### config.mk
export PLATFORM = sky130hd
export DESIGN_NAME = poly_voice_allocator
export DESIGN_NICKNAME = d
export VERILOG_FILES = /design/src/sv/pva_pkg.sv /design/src/sv/pva_ram.sv /design/src/sv/pva_scan.sv /design/src/sv/pva_update.sv /design/src/sv/poly_voice_allocator.sv
export VERILOG_INCLUDE_DIRS = /design/src /design/src/sv
export SDC_FILE = /design/constraint.sdc
export NUM_CORES = 1
export LEC_CHECK = 0
export ABC_AREA = 1
export BUFFER_PORTS_ARGS = -buffer_cell sky130_fd_sc_hd__buf_2
export CAP_MARGIN = 40
export CORE_MARGIN = 4
export CORE_UTILIZATION = 63
export CTS_CLUSTER_DIAMETER = 30
export DETAILED_ROUTE_END_ITERATION = 6
export PLACE_DENSITY = 0.79
export SETUP_SLACK_MARGIN = 0.15
export SYNTH_ARGS = -nofsm -noshare
export SYNTH_HDL_FRONTEND = slang
export SYNTH_SLANG_ARGS = --single-unit
### constraint.sdc
create_clock -name clk -period 7.6 [get_ports clk]
set_input_delay 1.14 -clock clk [delete_from_list [all_inputs] [get_ports clk]]
set_output_delay 1.14 -clock clk [all_outputs]
set_load 0.1 [all_outputs]
### src/sv/poly_voice_allocator_defines.svh
// ---------------------------------------------------------------------------
// Assertion macros for the poly voice allocator
// Concurrent assertion wrappers that compile away when SYNTHESIS is defined.
// ---------------------------------------------------------------------------
`ifndef POLY_VOICE_ALLOCATOR_DEFINES_SVH
`define POLY_VOICE_ALLOCATOR_DEFINES_SVH

`ifndef SYNTHESIS

// The expression must be true at every clock edge outside reset.
`define PVA_ASSERT_ALWAYS(lbl, clk, rst_n, expr) \
  lbl: assert property (@(posedge clk) disable iff (!rst_n) (expr)) \
    else $error("pva assertion failed");

// When the antecedent holds, the consequent holds in the same cycle.
`define PVA_ASSERT_IMPL(lbl, clk, rst_n, ante, cons) \
  lbl: assert property (@(posedge clk) disable iff (!rst_n) (ante) |-> (cons)) \
    else $error("pva assertion failed");

// When the antecedent holds, the consequent holds in the next cycle.
`define PVA_ASSERT_NEXT(lbl, clk, rst_n, ante, cons) \
  lbl: assert property (@(posedge clk) disable iff (!rst_n) (ante) |=> (cons)) \
    else $error("pva assertion failed");

`else

`define PVA_ASSERT_ALWAYS(lbl, clk, rst_n, expr)
`define PVA_ASSERT_IMPL(lbl, clk, rst_n, ante, cons)
`define PVA_ASSERT_NEXT(lbl, clk, rst_n, ante, cons)

`endif

`endif

### src/sv/pva_pkg.sv
// ---------------------------------------------------------------------------
// pva_pkg
// Shared types and constants of the poly voice allocator.
// ---------------------------------------------------------------------------
package pva_pkg;

  localparam int CMD_W      = 2;
  localparam int NOTE_W     = 7;
  localparam int LEVEL_W    = 9;
  localparam int FIN_W      = 4;
  localparam int OUT_IDX_W  = 4;
  localparam int MASK_W     = 16;
  localparam int OUT_CNT_W  = 5;
  localparam int CFG_ADDR_W = 3;
  localparam int CFG_DATA_W = 32;

  // Velocity of 1.0 in value/256 fixed point.
  localparam logic [LEVEL_W-1:0] LEVEL_ONE = 9'd256;

  // Register index of the steal mode register (byte address 4*index).
  localparam logic REG_STEAL_MODE = 1'b0;

  // Steal policies.
  localparam logic STEAL_OLDEST = 1'b0;
  localparam logic STEAL_QUIET  = 1'b1;

  typedef enum logic [CMD_W-1:0] {
    CMD_NOTE_ON    = 2'd0,
    CMD_NOTE_OFF   = 2'd1,
    CMD_ALL_OFF    = 2'd2,
    CMD_VOICE_DONE = 2'd3
  } pva_cmd_t;

  typedef enum logic [1:0] {
    ST_IDLE   = 2'd0,
    ST_SCAN   = 2'd1,
    ST_UPDATE = 2'd2,
    ST_FLUSH  = 2'd3
  } pva_state_t;

  // Controls for the rewrite sweep, decided at the end of the scan sweep.
  typedef struct packed {
    logic write_note;   // note-on: the hit entry takes the new note
    logic finish_hit;   // voice finished: the hit entry goes inactive
    logic remove_en;    // an entry leaves the list, later entries move up
    logic clear_list;   // all notes off: the list is emptied
  } pva_upd_ctl_t;

endpackage

### src/sv/pva_ram.sv
// ---------------------------------------------------------------------------
// pva_ram
// Generic simple dual-port RAM with one write port and a registered read.
// ---------------------------------------------------------------------------
module pva_ram #(
  parameter int WIDTH = 8,
  parameter int DEPTH = 16
) (
  input  logic                     clk,
  input  logic                     we,
  input  logic [$clog2(DEPTH)-1:0] waddr,
  input  logic [WIDTH-1:0]         wdata,
  input  logic                     re,
  input  logic [$clog2(DEPTH)-1:0] raddr,
  output logic [WIDTH-1:0]         rdata
);

  logic [WIDTH-1:0] mem [DEPTH];

  always_ff @(posedge clk) begin
    if (we) begin
      mem[waddr] <= wdata;
    end
    if (re) begin
      rdata <= mem[raddr];
    end
  end

endmodule

### src/sv/pva_scan.sv
// ---------------------------------------------------------------------------
// pva_scan
// Accumulates the voice search over one read sweep and derives the decision.
// ---------------------------------------------------------------------------
module pva_scan #(
  parameter int NUM_VOICES = 16
) (
  input  logic                             clk,
  input  logic                             clr,
  input  logic                             en,
  input  logic [$clog2(NUM_VOICES)-1:0]    idx,
  input  logic                             e_act,
  input  logic [pva_pkg::NOTE_W-1:0]       e_note,
  input  logic [pva_pkg::LEVEL_W-1:0]      e_level,
  input  logic                             e_trk,
  input  logic [$clog2(NUM_VOICES)-1:0]    e_rank,
  input  pva_pkg::pva_cmd_t                cmd,
  input  logic [pva_pkg::NOTE_W-1:0]       req_note,
  input  logic [pva_pkg::FIN_W-1:0]        req_fin,
  input  logic                             steal_mode,
  output logic [$clog2(NUM_VOICES)-1:0]    sel_idx,
  output logic                             sel_stolen,
  output logic                             sel_retrig,
  output logic [pva_pkg::MASK_W-1:0]       rel_mask,
  output logic [$clog2(NUM_VOICES)-1:0]    hit_idx,
  output logic [$clog2(NUM_VOICES)-1:0]    new_rank,
  output logic [$clog2(NUM_VOICES)-1:0]    rem_rank,
  output pva_pkg::pva_upd_ctl_t            ctl
);
  import pva_pkg::*;

  localparam int VW = $clog2(NUM_VOICES);
  localparam int CW = $clog2(NUM_VOICES + 1);

  logic          match_vld_r, free_vld_r, vic_vld_r;
  logic [VW-1:0] match_idx_r, free_idx_r, vic_idx_r;
  logic          match_trk_r, free_trk_r;
  logic [VW-1:0] match_rank_r, free_rank_r, vic_rank_r;
  logic [LEVEL_W-1:0] vic_lvl_r;
  logic          v0_trk_r, fin_trk_r;
  logic [VW-1:0] v0_rank_r, fin_rank_r;
  logic [CW-1:0] len_r;
  logic [MASK_W-1:0] mask_r;

  logic note_hit, take_vic, fin_here, fin_valid, rel_hit;
  logic          sel_trk;
  logic [VW-1:0] sel_rank;

  assign note_hit  = e_act && (e_note == req_note);
  assign fin_here  = (32'(idx) == 32'(req_fin));
  assign fin_valid = (32'(req_fin) < NUM_VOICES);

  always_comb begin
    take_vic = 1'b0;
    if (e_trk) begin
      if (steal_mode == STEAL_OLDEST) begin
        take_vic = !vic_vld_r && (e_rank == '0);
      end else begin
        take_vic = (e_level < LEVEL_ONE) &&
                   (!vic_vld_r || (e_level < vic_lvl_r) ||
                    ((e_level == vic_lvl_r) && (e_rank < vic_rank_r)));
      end
    end
  end

  always_comb begin
    unique case (cmd)
      CMD_NOTE_OFF: rel_hit = note_hit;
      CMD_ALL_OFF:  rel_hit = e_act;
      default:      rel_hit = 1'b0;
    endcase
  end

  always_ff @(posedge clk) begin
    if (clr) begin
      match_vld_r <= 1'b0;
      free_vld_r  <= 1'b0;
      vic_vld_r   <= 1'b0;
      v0_trk_r    <= 1'b0;
      v0_rank_r   <= '0;
      fin_trk_r   <= 1'b0;
      fin_rank_r  <= '0;
      len_r       <= '0;
      mask_r      <= '0;
    end else if (en) begin
      if (!match_vld_r && note_hit) begin
        match_vld_r  <= 1'b1;
        match_idx_r  <= idx;
        match_trk_r  <= e_trk;
        match_rank_r <= e_rank;
      end
      if (!free_vld_r && !e_act) begin
        free_vld_r  <= 1'b1;
        free_idx_r  <= idx;
        free_trk_r  <= e_trk;
        free_rank_r <= e_rank;
      end
      if (take_vic) begin
        vic_vld_r  <= 1'b1;
        vic_idx_r  <= idx;
        vic_lvl_r  <= e_level;
        vic_rank_r <= e_rank;
      end
      if (idx == '0) begin
        v0_trk_r  <= e_trk;
        v0_rank_r <= e_rank;
      end
      if (fin_here) begin
        fin_trk_r  <= e_trk;
        fin_rank_r <= e_rank;
      end
      if (e_trk) begin
        len_r <= len_r + CW'(1);
      end
      if (rel_hit && (32'(idx) < MASK_W)) begin
        mask_r[4'(idx)] <= 1'b1;
      end
    end
  end

  // Note-on choice: same note first, then the lowest free voice, then a steal.
  always_comb begin
    priority if (match_vld_r) begin
      sel_idx  = match_idx_r;
      sel_trk  = match_trk_r;
      sel_rank = match_rank_r;
    end else if (free_vld_r) begin
      sel_idx  = free_idx_r;
      sel_trk  = free_trk_r;
      sel_rank = free_rank_r;
    end else if (vic_vld_r) begin
      sel_idx  = vic_idx_r;
      sel_trk  = 1'b1;
      sel_rank = vic_rank_r;
    end else begin
      sel_idx  = '0;
      sel_trk  = v0_trk_r;
      sel_rank = v0_rank_r;
    end
  end

  assign sel_stolen = !match_vld_r && !free_vld_r;
  assign sel_retrig = match_vld_r;
  assign rel_mask   = mask_r;
  assign new_rank   = VW'(len_r - CW'(sel_trk));

  always_comb begin
    ctl.write_note = (cmd == CMD_NOTE_ON);
    ctl.finish_hit = (cmd == CMD_VOICE_DONE) && fin_valid;
    ctl.clear_list = (cmd == CMD_ALL_OFF);
    if (cmd == CMD_NOTE_ON) begin
      ctl.remove_en = sel_trk;
      hit_idx       = sel_idx;
      rem_rank      = sel_rank;
    end else begin
      ctl.remove_en = ctl.finish_hit && fin_trk_r;
      hit_idx       = VW'(req_fin);
      rem_rank      = fin_rank_r;
    end
  end

endmodule

### src/sv/pva_update.sv
// ---------------------------------------------------------------------------
// pva_update
// Rewrites one voice entry per cycle and counts the voices left active.
// ---------------------------------------------------------------------------
module pva_update #(
  parameter int NUM_VOICES = 16
) (
  input  logic                             clk,
  input  logic                             clr,
  input  logic                             en,
  input  logic [$clog2(NUM_VOICES)-1:0]    idx,
  input  logic                             e_act,
  input  logic [pva_pkg::NOTE_W-1:0]       e_note,
  input  logic [pva_pkg::LEVEL_W-1:0]      e_level,
  input  logic                             e_trk,
  input  logic [$clog2(NUM_VOICES)-1:0]    e_rank,
  input  pva_pkg::pva_upd_ctl_t            ctl,
  input  logic [$clog2(NUM_VOICES)-1:0]    hit_idx,
  input  logic [$clog2(NUM_VOICES)-1:0]    new_rank,
  input  logic [$clog2(NUM_VOICES)-1:0]    rem_rank,
  input  logic [pva_pkg::NOTE_W-1:0]       req_note,
  input  logic [pva_pkg::LEVEL_W-1:0]      req_level,
  output logic                             n_act,
  output logic [pva_pkg::NOTE_W-1:0]       n_note,
  output logic [pva_pkg::LEVEL_W-1:0]      n_level,
  output logic                             n_trk,
  output logic [$clog2(NUM_VOICES)-1:0]    n_rank,
  output logic [$clog2(NUM_VOICES+1)-1:0]  active_total
);
  import pva_pkg::*;

  localparam int VW = $clog2(NUM_VOICES);
  localparam int CW = $clog2(NUM_VOICES + 1);

  logic [CW-1:0] cnt_r;

  always_comb begin
    n_act   = e_act;
    n_note  = e_note;
    n_level = e_level;
    n_trk   = e_trk;
    n_rank  = e_rank;
    if (ctl.clear_list) begin
      n_trk  = 1'b0;
      n_rank = '0;
    end
    if (ctl.remove_en && e_trk && (e_rank > rem_rank)) begin
      n_rank = e_rank - VW'(1);
    end
    if (idx == hit_idx) begin
      if (ctl.write_note) begin
        n_act   = 1'b1;
        n_note  = req_note;
        n_level = req_level;
        n_trk   = 1'b1;
        n_rank  = new_rank;
      end else if (ctl.finish_hit) begin
        n_act  = 1'b0;
        n_trk  = 1'b0;
        n_rank = '0;
      end
    end
  end

  always_ff @(posedge clk) begin
    if (clr) begin
      cnt_r <= '0;
    end else if (en && n_act) begin
      cnt_r <= cnt_r + CW'(1);
    end
  end

  assign active_total = cnt_r + CW'(en && n_act);

endmodule

### src/sv/poly_voice_allocator.sv
// ---------------------------------------------------------------------------
// poly_voice_allocator
// Assigns note events to a pool of synth voices, with voice stealing.
// ---------------------------------------------------------------------------
//
//   Channel   Ports                               Handshake
//   --------  ----------------------------------  ---------------------------
//   request   start, busy, in_*                   taken when start && !busy
//   result    out_valid, out_*                    one-cycle strobe, no stall
//   config    psel, penable, pwrite, paddr,       APB rd/wr, pready always 1
//             pwdata, prdata, pready
//
// Each request keeps busy high through the SCAN, UPDATE and FLUSH states;
// the result strobe follows in the first cycle with busy low, so the block
// takes no new request before it is through with the last one. The pace
// is set by the single voice memory: a scan sweep reads one entry a cycle,
// and a rewrite sweep reads and writes back one entry a cycle.
// Reset is synchronous and active low. The memory is not cleared; one valid
// bit per entry makes an unwritten entry read as all zero, so the block takes
// requests right after reset. The result side cannot stall.
//
`include "poly_voice_allocator_defines.svh"

module poly_voice_allocator #(
  parameter int NUM_VOICES = 16
) (
  input  logic                              clk,
  input  logic                              rst_n,
  // request channel
  input  logic                              start,
  output logic                              busy,
  input  logic [pva_pkg::CMD_W-1:0]         in_command,
  input  logic [pva_pkg::NOTE_W-1:0]        in_note,
  input  logic [pva_pkg::LEVEL_W-1:0]       in_velocity,
  input  logic [pva_pkg::FIN_W-1:0]         in_finished_voice,
  // result channel
  output logic                              out_valid,
  output logic [pva_pkg::OUT_IDX_W-1:0]     out_voice_index,
  output logic                              out_stolen,
  output logic                              out_retriggered,
  output logic [pva_pkg::MASK_W-1:0]        out_released_mask,
  output logic [pva_pkg::OUT_CNT_W-1:0]     out_active_count,
  // configuration port
  input  logic                              psel,
  input  logic                              penable,
  input  logic                              pwrite,
  input  logic [pva_pkg::CFG_ADDR_W-1:0]    paddr,
  input  logic [pva_pkg::CFG_DATA_W-1:0]    pwdata,
  output logic [pva_pkg::CFG_DATA_W-1:0]    prdata,
  output logic                              pready
);
  import pva_pkg::*;

  localparam int VW = $clog2(NUM_VOICES);
  localparam int CW = $clog2(NUM_VOICES + 1);
  // Entry layout: {active, note, level, tracked, rank}.
  localparam int EW = 1 + NOTE_W + LEVEL_W + 1 + VW;

  // ------------------------------------------------------------------
  // Configuration register. Only the register index bit of the byte
  // address is decoded, so every address maps to register 0 or to the
  // empty slot above it.
  // ------------------------------------------------------------------
  logic steal_mode_r;
  logic cfg_wr;

  assign pready = 1'b1;
  assign cfg_wr = psel && penable && pwrite && pready;

  always_ff @(posedge clk) begin
    if (!rst_n) begin
      steal_mode_r <= STEAL_OLDEST;
    end else if (cfg_wr && (paddr[2] == REG_STEAL_MODE)) begin
      steal_mode_r <= pwdata[0];
    end
  end

  assign prdata = (paddr[2] == REG_STEAL_MODE) ?
                  {{(CFG_DATA_W-1){1'b0}}, steal_mode_r} : '0;

  // ------------------------------------------------------------------
  // Sequencer. SCAN reads every entry once to gather the search; UPDATE
  // reads every entry again and writes each one back in the cycle after its
  // read; FLUSH writes back the last entry and loads the result.
  // ------------------------------------------------------------------
  pva_state_t state_r, state_nxt;
  logic [VW-1:0] cnt_r, cnt_nxt;
  logic          accept;
  logic          ram_re;
  logic [VW-1:0] ram_raddr;
  logic          last_idx;

  assign accept   = start && !busy;
  assign last_idx = (cnt_r == VW'(NUM_VOICES - 1));

  always_comb begin
    state_nxt = state_r;
    unique case (state_r)
      ST_IDLE:   if (accept) state_nxt = ST_SCAN;
      ST_SCAN:   if (last_idx) state_nxt = ST_UPDATE;
      ST_UPDATE: if (last_idx) state_nxt = ST_FLUSH;
      ST_FLUSH:  state_nxt = ST_IDLE;
    endcase
  end

  always_comb begin
    busy      = 1'b1;
    ram_re    = 1'b0;
    ram_raddr = cnt_r;
    cnt_nxt   = cnt_r;
    unique case (state_r)
      ST_IDLE: begin
        busy    = 1'b0;
        cnt_nxt = '0;
      end
      ST_SCAN, ST_UPDATE: begin
        ram_re  = 1'b1;
        cnt_nxt = last_idx ? '0 : cnt_r + VW'(1);
      end
      ST_FLUSH: begin
        cnt_nxt = '0;
      end
    endcase
  end

  always_ff @(posedge clk) begin
    if (!rst_n) begin
      state_r <= ST_IDLE;
      cnt_r   <= '0;
    end else begin
      state_r <= state_nxt;
      cnt_r   <= cnt_nxt;
    end
  end

  // Request fields are held for the whole item.
  pva_cmd_t            cmd_r;
  logic [NOTE_W-1:0]   note_r;
  logic [LEVEL_W-1:0]  vel_r;
  logic [FIN_W-1:0]    fin_r;

  always_ff @(posedge clk) begin
    if (accept) begin
      cmd_r  <= pva_cmd_t'(in_command);
      note_r <= in_note;
      vel_r  <= in_velocity;
      fin_r  <= in_finished_voice;
    end
  end

  // ------------------------------------------------------------------
  // Voice memory. Read data arrives in the cycle after the address, tagged
  // with its index and with the sweep it belongs to. During UPDATE the
  // write lags the read by one entry, so a read never meets a pending
  // write to the same entry and no forwarding is needed.
  // ------------------------------------------------------------------
  logic                  rd_vld_r, rd_upd_r;
  logic [VW-1:0]         rd_idx_r;
  logic [NUM_VOICES-1:0] valid_r;
  logic [EW-1:0]         ram_q, entry, wr_entry;
  logic                  ram_we;

  always_ff @(posedge clk) begin
    if (!rst_n) begin
      rd_vld_r <= 1'b0;
      rd_upd_r <= 1'b0;
    end else begin
      rd_vld_r <= ram_re;
      rd_upd_r <= (state_r == ST_UPDATE);
    end
  end

  always_ff @(posedge clk) begin
    rd_idx_r <= ram_raddr;
  end

  always_ff @(posedge clk) begin
    if (!rst_n) begin
      valid_r <= '0;
    end else if (ram_we) begin
      valid_r[rd_idx_r] <= 1'b1;
    end
  end

  assign ram_we = rd_vld_r && rd_upd_r;
  assign entry  = valid_r[rd_idx_r] ? ram_q : '0;

  pva_ram #(
    .WIDTH (EW),
    .DEPTH (NUM_VOICES)
  ) u_ram (
    .clk   (clk),
    .we    (ram_we),
    .waddr (rd_idx_r),
    .wdata (wr_entry),
    .re    (ram_re),
    .raddr (ram_raddr),
    .rdata (ram_q)
  );

  logic               e_act, e_trk;
  logic [NOTE_W-1:0]  e_note;
  logic [LEVEL_W-1:0] e_level;
  logic [VW-1:0]      e_rank;

  assign {e_act, e_note, e_level, e_trk, e_rank} = entry;

  // ------------------------------------------------------------------
  // Search over the scan sweep and the decision that drives the rewrite.
  // ------------------------------------------------------------------
  logic [VW-1:0]     sel_idx, hit_idx, new_rank, rem_rank;
  logic              sel_stolen, sel_retrig;
  logic [MASK_W-1:0] rel_mask;
  pva_upd_ctl_t      upd_ctl;

  pva_scan #(
    .NUM_VOICES (NUM_VOICES)
  ) u_scan (
    .clk        (clk),
    .clr        (accept),
    .en         (rd_vld_r && !rd_upd_r),
    .idx        (rd_idx_r),
    .e_act      (e_act),
    .e_note     (e_note),
    .e_level    (e_level),
    .e_trk      (e_trk),
    .e_rank     (e_rank),
    .cmd        (cmd_r),
    .req_note   (note_r),
    .req_fin    (fin_r),
    .steal_mode (steal_mode_r),
    .sel_idx    (sel_idx),
    .sel_stolen (sel_stolen),
    .sel_retrig (sel_retrig),
    .rel_mask   (rel_mask),
    .hit_idx    (hit_idx),
    .new_rank   (new_rank),
    .rem_rank   (rem_rank),
    .ctl        (upd_ctl)
  );

  // ------------------------------------------------------------------
  // Rewrite of each entry and the count of active voices after the item.
  // ------------------------------------------------------------------
  logic               n_act, n_trk;
  logic [NOTE_W-1:0]  n_note;
  logic [LEVEL_W-1:0] n_level;
  logic [VW-1:0]      n_rank;
  logic [CW-1:0]      active_total;

  pva_update #(
    .NUM_VOICES (NUM_VOICES)
  ) u_update (
    .clk          (clk),
    .clr          (accept),
    .en           (ram_we),
    .idx          (rd_idx_r),
    .e_act        (e_act),
    .e_note       (e_note),
    .e_level      (e_level),
    .e_trk        (e_trk),
    .e_rank       (e_rank),
    .ctl          (upd_ctl),
    .hit_idx      (hit_idx),
    .new_rank     (new_rank),
    .rem_rank     (rem_rank),
    .req_note     (note_r),
    .req_level    (vel_r),
    .n_act        (n_act),
    .n_note       (n_note),
    .n_level      (n_level),
    .n_trk        (n_trk),
    .n_rank       (n_rank),
    .active_total (active_total)
  );

  assign wr_entry = {n_act, n_note, n_level, n_trk, n_rank};

  // ------------------------------------------------------------------
  // Result register. It loads at the end of FLUSH, when the last entry has
  // been rewritten and the active count is complete, and flags the result
  // with out_valid for the single following cycle.
  // ------------------------------------------------------------------
  logic                 out_valid_r;
  logic [OUT_IDX_W-1:0] out_voice_index_r;
  logic                 out_stolen_r, out_retriggered_r;
  logic [MASK_W-1:0]    out_released_mask_r;
  logic [OUT_CNT_W-1:0] out_active_count_r;
  logic                 finish;
  logic                 is_note_on;

  assign finish     = (state_r == ST_FLUSH);
  assign is_note_on = (cmd_r == CMD_NOTE_ON);

  always_ff @(posedge clk) begin
    if (!rst_n) begin
      out_valid_r <= 1'b0;
    end else begin
      out_valid_r <= finish;
    end
  end

  always_ff @(posedge clk) begin
    if (finish) begin
      out_voice_index_r   <= is_note_on ? OUT_IDX_W'(sel_idx) : '0;
      out_stolen_r        <= is_note_on && sel_stolen;
      out_retriggered_r   <= is_note_on && sel_retrig;
      out_released_mask_r <= rel_mask;
      out_active_count_r  <= OUT_CNT_W'(active_total);
    end
  end

  assign out_valid         = out_valid_r;
  assign out_voice_index   = out_voice_index_r;
  assign out_stolen        = out_stolen_r;
  assign out_retriggered   = out_retriggered_r;
  assign out_released_mask = out_released_mask_r;
  assign out_active_count  = out_active_count_r;

  // ------------------------------------------------------------------
  // Assertions
  // ------------------------------------------------------------------
  `PVA_ASSERT_NEXT(a_accept_busy, clk, rst_n, start && !busy, busy)
  `PVA_ASSERT_NEXT(a_strobe_single, clk, rst_n, out_valid, !out_valid)
  `PVA_ASSERT_IMPL(a_strobe_idle, clk, rst_n, out_valid, !busy)
  `PVA_ASSERT_IMPL(a_ram_no_overlap, clk, rst_n, ram_we && ram_re, rd_idx_r != ram_raddr)
  `PVA_ASSERT_IMPL(a_steal_xor_retrig, clk, rst_n, out_valid, !(out_stolen && out_retriggered))

endmodule
; Word level (Yosys, flattened, before mapping)
; Memory sizes are Yosys's and may differ from the RTL's. A register that Yosys moved wholly into a read port is not among the register bits.
; Index checks and enable logic that the tools add are counted.
[word_totals]
regBits = 153
ramBits = 352
in_bits = 63
out_inout_bits = 62
wordCells = 158
memories = 1
[op_classes]
addsub = 6
order_cmp = 6
n_eq_ne = 14
muxes = 47
bitwise = 4
reduce_logical = 44
[memory_table]
columns = memory, words, word_bits, read_ports, rd_clocked_by_memory_dff, wr, line
row1 = u_ram.mem, 16, 22, 1, 1, 1, pva_ram.sv:18  ; logic [WIDTH-1:0] mem [DEPTH];
[op_table]
columns = operator, count
row1 = 4-bit 2-to-1 mux, 14
row2 = 16-bit bitwise OR, 2
row3 = 22-bit 2-to-1 mux, 1
row4 = 1-bit logical AND, 20
row5 = 1-bit 2-to-1 mux, 20
row6 = 9-bit 2-to-1 mux, 2
row7 = 7-bit 2-to-1 mux, 2
row8 = 2-bit AND reduction, 7
row9 = 3-bit AND reduction, 4
row10 = "5-bit by 1-bit adder with 5-bit output, second input constant", 2
row11 = 9-bit == test, 1
row12 = 9-bit less-than comparator, 1
row13 = "9-bit less-than comparator, second input constant", 1
row14 = "2-bit == test, second input constant", 4
row15 = 4-bit == test, 2
row16 = 4-bit logical NOT, 2
row17 = 2-bit case mux with 4 select lines, 1
row18 = 4-bit case mux with 2 select lines, 1
row19 = 7-bit == test, 1
row20 = 2-bit 2-to-1 mux, 3
row21 = "2-bit != test, second input constant", 3
row22 = 5-bit by 1-bit adder with 5-bit output, 1
row23 = 1-bit logical NOT, 5
row24 = "4-bit by 5-bit less-than comparator with 1-bit output, second input constant", 1
row25 = 15 further kinds, 20

; Depth between registers and ports, before layout
; Gate-level depths: netlist of the first run.
[logic_depth]
ltp_word = 10
mapped_depth = 25
mapped_depth_nobuf = 23

; Cells and area by module
; A second synthesis of the first run with hierarchy kept.
[hier_totals]
cells_unflattened = 2364
area_unflattened_um2 = 23498.8
[modules_own_cells]
columns = module, n_inst, cells_per_inst, area_per_inst_um2, seq_area_each_um2
row1 = pva_ram, 1, 1466, 15870.2, 11230.8
row2 = pva_scan, 1, 401, 3418.3, 1711.6
row3 = poly_voice_allocator, 1, 317, 3248.1, 2072.0
row4 = pva_update, 1, 180, 962.2, 100.1

; Worst setup path before layout of the first run
; Ideal clock, no wire load.
[synth_path]
path_type = input -> output
from = input port paddr[2] in the netlist's numbering
to = output port prdata[0] in the netlist's numbering
arrival_ns = 2.393
t_required_ns = 6.460
setup_slack_ns = 4.067
path_stages = 1
path_buffers = 0
path_cell_list = nor2_1
[synth_between]
elab_chain_cells = 1
[synth_rtl]
columns = element, line
row1 = from (decl), poly_voice_allocator.sv:47  ; input logic [pva_pkg::CFG_ADDR_W-1:0] paddr,
row2 = 1-bit 2-to-1 mux, poly_voice_allocator.sv:78  ; assign prdata = (paddr[2] == REG_STEAL_MODE) ?
row3 = to (decl), poly_voice_allocator.sv:49  ; output logic [pva_pkg::CFG_DATA_W-1:0] prdata,
; Every way passes these cells.

; Worst setup path after layout of the first run
[layout_path]
from = register cmd_r[0]
to = register out_active_count_r[4] (netlist: out_active_count[4]), data pin
[layout_between]
elab_chain_cells = 6
word_cells_on_any_way = 9
classes_between = add/sub (1) / eq/ne (2) / mux (4) / reduce/logical (2)
[layout_rtl]
columns = element, line
row1 = from (decl), poly_voice_allocator.sv:137  ; pva_cmd_t cmd_r;
row2 = from (signal assigned), poly_voice_allocator.sv:144  ; cmd_r <= pva_cmd_t'(in_command);
row3 = 2-bit logical NOT or 2-bit == test (tied branches), "pva_scan.sv:148, pva_scan.sv:151, pva_scan.sv:149"
row4 = 4-bit 2-to-1 mux or 1-bit 2-to-1 mux (tied branches), "pva_scan.sv:151, pva_update.sv:57"
row5 = 4-bit == test or 1-bit 2-to-1 mux (tied branches), "pva_update.sv:50, pva_update.sv:51"
row6 = 1-bit 2-to-1 mux (*), pva_update.sv:50  ; if (idx == hit_idx) begin
row7 = net n_act, poly_voice_allocator.sv:245  ; logic n_act, n_trk;
row8 = 1-bit logical AND (*), pva_update.sv:73  ; assign active_total = cnt_r + CW'(en && n_act);
row9 = 5-bit by 1-bit adder with 5-bit output (*), pva_update.sv:73
row10 = net active_total[4], poly_voice_allocator.sv:249  ; logic [CW-1:0] active_total;
row11 = to (signal assigned), poly_voice_allocator.sv:309  ; out_active_count_r <= OUT_CNT_W'(active_total);
row12 = to (decl), poly_voice_allocator.sv:288  ; logic [OUT_CNT_W-1:0] out_active_count_r;
; The timed path passes the listed nets; every way through them passes the cells marked *.
; A chain may end at the register's enable or synchronous reset.

==> results of run 1 <==
## state kept, by name (all words and copies together) (netlist names), 4 cells and up
| register | count |
|---|---|
| note_r | 7 |
| u_scan.vic_lvl_r | 9 |
| u_scan.v0_rank_r | 4 |
| u_scan.vic_rank_r | 4 |
| fin_r | 4 |
| u_scan.rel_mask | 16 |
| u_scan.free_idx_r | 4 |
| u_scan.fin_rank_r | 4 |
| vel_r | 9 |
| u_scan.match_idx_r | 4 |
| out_released_mask | 16 |
| u_scan.len_r | 4 |
| u_scan.match_rank_r | 4 |
| u_scan.vic_idx_r | 4 |
| out_active_count | 5 |
| u_ram.mem | 352 |
| valid_r | 16 |
| u_scan.free_rank_r | 4 |
| u_update.cnt_r | 5 |
| u_ram.rdata | 22 |
| rd_idx_r | 4 |
| cnt_r | 4 |
| out_voice_index | 4 |
## routing by layer
metal | wire [um] | global-route usage (%)
met5 | 0 | 0
met4 | 2030 | 12.2
met3 | 5540 | 6.09
met2 | 27400 | 47.6
met1 | 20300 | 36.7
## power breakdown
part           internal [mW]  switching (mW)
combinational          0.413            1.13
sequential              3.39           0.169
clock                   3.02            1.50
## layout by cell type, fill, tap and decap left out, types with 11 or more instances in the layout
| cell | instances |
|---|---|
| clkinvlp_4 | 16 |
| edfxtp_1 | 458 |
| bufinv_16 | 18 |
| clkbuf_16 | 98 |
| dfxtp_1 | 66 |
| conb_1 | 32 |
| o21ai_0 | 122 |
| nand3_2 | 11 |
| o221ai_1 | 41 |
| nand3_1 | 68 |
| a21oi_1 | 37 |
| inv_1 | 119 |
| o32ai_1 | 52 |
| clkinv_1 | 13 |
| buf_2 | 59 |
| nand2_1 | 220 |
| o21a_1 | 15 |
| buf_4 | 40 |
| nor2_1 | 259 |
| o211ai_1 | 12 |
| mux2i_1 | 36 |
| ha_1 | 34 |
## synth_stat cells, types with 2 or more instances
master    instances
o32ai_1          52
nand2_2           4
clkbuf_1         65
a211oi_1          2
a31o_1            4
nand4_1           4
nand3_2          11
nor2_2            3
nand2_1         220
o211ai_1         12
conb_1            2
nand3_1          68
o21ai_1           8
clkinv_1          2
buf_1             9
ha_1             34
xor2_1            9
inv_2             9
a21oi_1          37
o21ai_0         123
o21a_1           15
nand2_4           3
mux2i_1          36
nor2_4            2
dfxtp_1          68
o22ai_1           4
buf_6             3
a21oi_2          10
buf_4            33
o221ai_1         41
nand3b_1          2
edfxtp_1        458
inv_1           124
nor3_1            5
nor2_1          261
buf_2             6
## worst max-delay path, stage by stage (launching register included)
cell      delay [ns]
edfxtp_1        0.48
inv_1           0.13
ha_1            0.43
inv_1           0.29
nand2_1         0.17
nand2_1         0.06
nand2_1         0.07
nand2_1         0.07
nor2_1          0.11
nand2_1         0.12
nor2_4          0.60
inv_2           0.36
o21ai_2         0.44
nand2_1         0.31
inv_2           0.17
ha_1            0.20
ha_1            0.18
nand3_1         0.10
xor2_1          0.17
## worst paths after layout
path	from	to	slack, ns	cells past startpoint
setup / recovery	cmd_r[0]	out_active_count[4]	2.85	18
hold / removal	cnt_r[3]	rd_idx_r[3]	0.38	0
setup reg to reg	cmd_r[0]	out_active_count[4]	2.85	18
hold reg to reg	cnt_r[3]	rd_idx_r[3]	0.38	0
## kinds of logic after synthesis
kind of cell             after synthesis
adder cells (fa/ha/maj)               34
flip-flops                           526
other                                  2
AO/OA/AOI/OAI                        314
AND/OR/NAND/NOR                      587
buffers and inverters                254
multiplexers                          36
XOR/XNOR                              10
## cell type report
type,instances,area (sq um),area share (%)
Multi-Input combinational cell,1013,5540,21.4
Timing Repair Buffer,103,693,2.67
Clock inverter,73,965,3.72
Sequential cell,526,15100,58.3
Inverter,136,515,1.99
Clock buffer,108,2520,9.72
Tap cell,448,561,2.16
==> impl_metrics.json, run 1 <==
{
  "status": "complete, but fails checks",
  "failed_checks": "design-rule violations",
  "first_global_vias": 14800,
  "n_fill_cell": 1829,
  "vias": 14900,
  "drv_slew": 0,
  "finalCritPeriodShare_pct": 62.5,
  "drt.antenna.violating_nets": 0,
  "maxSlewHeadroom_pct": 35.7,
  "postLayoutSetupSlackWorst_ns": 2.85,
  "cts_made_buffers": 96,
  "synth_edf_count": 458,
  "synth.cell_area_sq_um": 21700,
  "postLayoutCoreUtil_pct": 76.9,
  "placed_cell_area_sq_um": 22400,
  "grt_pass1_wl_um": 83200,
  "clk_path_buf_depth": 3,
  "dp_cells": 2226,
  "synthCells": 1763,
  "finalNonFillerCells": 2407,
  "worst_pin_slew_ns": 0.962,
  "period_needed_ns": 4.75,
  "row_count": 67,
  "synth_fa_ha_area_share_pct": 1.96,
  "path_class": "flip-flop to flip-flop",
  "synthFlopType": "edfxtp_1",
  "synthTopCellsByArea": "edfxtp_1 63%, dfxtp_1 6.3%, nor2_1 4.5%",
  "dp_hpwl_um": 28300,
  "hold_viol": 0,
  "fmax_mhz": 210,
  "synth_top_family_by_area": "simple AND/OR/NAND/NOR gates",
  "place_congestion": 0.862,
  "drive_above_1_share_pct": 16.4,
  "die_area_sq_um": 37400,
  "nets": 1973,
  "irDropWorstVdd_v": 0.000238,
  "post_drt_via_cell_ratio": 6.20,
  "drtIter0Drc": 2025,
  "ys_types": 50,
  "synth_top_area_share_pct": 63.4,
  "maxCapViolations": 0,
  "hold_class": "flip-flop to flip-flop",
  "clock_skew_ns": 0.0245,
  "seq_area_frac_synth_pct": 69.7,
  "h-tree-depth": 3,
  "muxShareOfSynthArea_pct": 1.66,
  "cts_tree": "built",
  "ys_seq_elements": 526,
  "ctsResizeCount": 0,
  "pwr_density_cell_nw_per_um2": 371,
  "worstSkewPairLatency_ns": 0.62,
  "rsz0062_at_grt": "false",
  "area_delta_synth_final_pct": 19.6,
  "wire_per_inst_um": 23.0,
  "antennaDiodeCount": 0,
  "coreArea_sq_um": 33700,
  "pre_cts_ws_ns": 3.15,
  "synthArstFlopShare_pct": 0,
  "yosysWarnings": 0,
  "cts.sinks": 526,
  "total_power_mw": 9.62,
  "hold_buffers": 0,
  "synth_xor_xnor_area_share_pct": 0.404,
  "post-cts-setup-buffers": 0,
  "final_area_sq_um": 25900,
  "gr-usage-all-layers_pct": 28.6,
  "io_buffers": 59,
  "p_leak_nw": 9.52,
  "setup_viol": 0,
  "cp.required_ns": 7.96,
  "grt_max_degree": 102,
  "drt_wl_total_um": 55300,
  "die_height_um": 193,
  "dr.pass1.iters": 7,
  "crit_path_end_kind": "flip-flop",
  "initial_core_util_pct": 64.3,
  "start_kind": "flip-flop",
  "syn_area_per_cell_sq_um": 12.3,
  "cts_root_buffer": "clkbuf_16",
  "setup_tns_ns": 0,
  "crit_fanout": 24,
  "yosysTopAreaCell": "edfxtp_1",
  "yosys.area_share.simple_pct": 11.4,
  "crit_arrival_ns": 5.11,
  "synth_compound_area_share_pct": 9.60,
  "drc_errors": 2,
  "die_x_um": 193,
  "clk_pin_slew_worst_paths_ns": 0.05,
  "ios": 125,
  "grt_antenna_before_repair": 0,
  "whs_ns": 0.377,
  "grt_overflow": 0
}
Note: power is estimated with default switching activity, not from simulation.
==> inputs of run 2 (changes only) <==
CORE_UTILIZATION = 55   (was 63)
PLACE_DENSITY = 0.73   (was 0.79)
clock period = 3.9 ns   (was 7.6 ns; I/O delays follow)
==> run 2 against run 1 <==
Against the previous run:
- the flow still finishes with violations (design-rule violations)
- setup slack worse by 2.5 ns
- register-to-register slack got worse by 2.5 ns
- hold slack worse by 0.21 ns
- fmax rose by 35%
- power increased by 92%
- sequential share of layout area is 0.46 points lower
- utilization fell by 9.6 points
==> impl_metrics.json, run 2 (synthesis results as in run 1) <==
{
  "post_drt_via_cell_ratio": 5.76,
  "cts_made_buffers": 96,
  "initial_core_util_pct": 55.8,
  "grt_antenna_before_repair": 0,
  "clk_pin_slew_worst_paths_ns": 0.05,
  "reg.largest.list": "u_ram.mem (352), u_ram.rdata (22)",
  "cts.sinks": 526,
  "wl_met3_um": 4230,
  "final_common_cell": "edfxtp_1",
  "ctsResizeCount": 0,
  "gr-usage-all-layers_pct": 24.4,
  "placed_cell_area_sq_um": 22700,
  "grt_pass1_wl_um": 79100,
  "final_area_sq_um": 26100,
  "area_delta_synth_final_pct": 20.5,
  "hold_viol": 0,
  "coreArea_sq_um": 38800,
  "finalCritPeriodShare_pct": 90.3,
  "drv_slew": 0,
  "place_congestion": 0.855,
  "layout_common_cells": "458 x edfxtp_1, 259 x nor2_1, 220 x nand2_1, 123 x inv_1, 123 x o21ai_0",
  "clk_path_buf_depth": 3,
  "crit_fanout": 17,
  "cp_cell_sequence": "nand2_1 > inv_1 > nand2_2 > nand2_4 > inv_4 > nand2_8 > nand2_1 > inv_1 > buf_4 > ha_1 > a2111o_1 > nor4b_2 > nand2_1 > nand2_1 > nand3_1 > nand2_1 > nand2_1 > inv_1 > buf_12",
  "drt.antenna.violating_nets": 0,
  "cts_tree": "built",
  "vias": 14400,
  "met1Wirelength_um": 20700,
  "cpPeakStageDelay_ns": 0.56,
  "path_class": "flip-flop to flip-flop",
  "dp_hpwl_um": 29800,
  "grt_overflow": 0,
  "cp_slowest_cell": "dfxtp_1",
  "setup_tns_ns": 0,
  "die_area_sq_um": 42700,
  "die_x_um": 207,
  "met2WireLength_um": 25700,
  "first_global_vias": 14100,
  "cp_num_cells": 19,
  "p_leak_nw": 9.66,
  "drt_wl_total_um": 52300,
  "status": "complete, but fails checks",
  "crit_path_end_kind": "flip-flop",
  "worstSkewPairLatency_ns": 0.60,
  "row_count": 72,
  "worstRegToRegCells": 19,
  "wire_per_inst_um": 21.0,
  "hold_buffers": 0,
  "hold_class": "input port to flip-flop",
  "total_power_mw": 18.4,
  "min_path_cells": 1,
  "largest_reg_flops": 352,
  "period_needed_ns": 3.52,
  "setup_viol": 0,
  "dr.pass1.iters": 7,
  "nets": 1996,
  "crit_arrival_ns": 3.81,
  "top_layer_used": "met4",
  "drc_errors": 3,
  "drtIter0Drc": 1561,
  "post-cts-setup-buffers": 0,
  "maxCapViolations": 0,
  "die_height_um": 207,
  "io_buffers": 59,
  "fmax_mhz": 284,
  "antennaDiodeCount": 0,
  "cpLargestDelayFamily": "simple AND/OR/NAND/NOR gates",
  "failed_checks": "design-rule violations",
  "cp.required_ns": 4.19,
  "crit_buf_inv": 6,
  "rsz0062_at_grt": "false",
  "cts_root_buffer": "clkbuf_16",
  "cp_common_cell": "nand2_1",
  "irDropWorstVdd_v": 0.000559,
  "clock_skew_ns": 0.0212,
  "h-tree-depth": 3,
  "max_flop_register": "u_ram.mem",
  "start_kind": "flip-flop",
  "worst_pin_slew_ns": 0.946,
  "drive_above_1_share_pct": 16.9,
  "grt_max_degree": 132,
  "ios": 125,
  "pwr_density_cell_nw_per_um2": 706,
  "maxSlewHeadroom_pct": 36.7
}
==> run 2: cell type report <==
class                           count  area [sq um]
Clock inverter                     59           793
Sequential cell                   526         15100
Tap cell                          518           648
Multi-Input combinational cell   1013          5550
Clock buffer                      118          2600
Timing Repair Buffer              126           897
Inverter                          136           515
Fill cell                        2625         12700
==> run 2: path summary, 6_finish.rpt <==
check | endpoint | slack (ns) | startpoint
worst min-delay path | note_r[3] | 0.16 | in_note[3]
worst max-delay path | u_scan.vic_idx_r[3] | 0.38 | rd_idx_r[2]
worst max register to register | u_scan.vic_idx_r[3] | 0.38 | rd_idx_r[2]
worst min register to register | rd_idx_r[3] | 0.39 | cnt_r[3]
==> run 2: per-layer routing <==
layer / global-route usage [%] / up-vias
li1: - / 6559
met1: 32.2 / 6989
met2: 39.9 / 697
met3: 4.93 / 142
met4: 9.77 / 0
met5: 0 / -
==> run 2: per-stage QoR <==
step                cells  hold slack (ns)  setup WS, ns  util (%)
CTS                  2496            0.135         0.369      67.3
finish               2496            0.165         0.378      67.3
global placement     2314            0.371         0.391      58.3
detailed placement   2319            0.374         0.402      58.5
floorplan            1793            0.329         0.577         -
global route         2496            0.142         0.162      67.3
==> run 2: worst register-to-register path, stage by stage, from the launching register on <==
cell and delay (ns):
dfxtp_1 0.56, nand2_1 0.28, inv_1 0.13, nand2_2 0.07
nand2_4 0.10, inv_4 0.05, nand2_8 0.11, nand2_1 0.13
inv_1 0.12, buf_4 0.16, ha_1 0.26, a2111o_1 0.45
nor4b_2 0.22, nand2_1 0.08, nand2_1 0.06, nand3_1 0.06
nand2_1 0.07, nand2_1 0.06, inv_1 0.09, buf_12 0.17
==> run 2: where the power goes <==
| group | switching, mW | total [mW] | leakage (nW) | internal (mW) |
|---|---|---|---|---|
| clock | 2.73 | 8.53 | 1.63 | 5.80 |
| sequential | 0.230 | 6.83 | 4.68 | 6.60 |
| combinational | 2.26 | 3.09 | 3.34 | 0.823 |
| total | 5.23 | 18.4 | 9.66 | 13.2 |
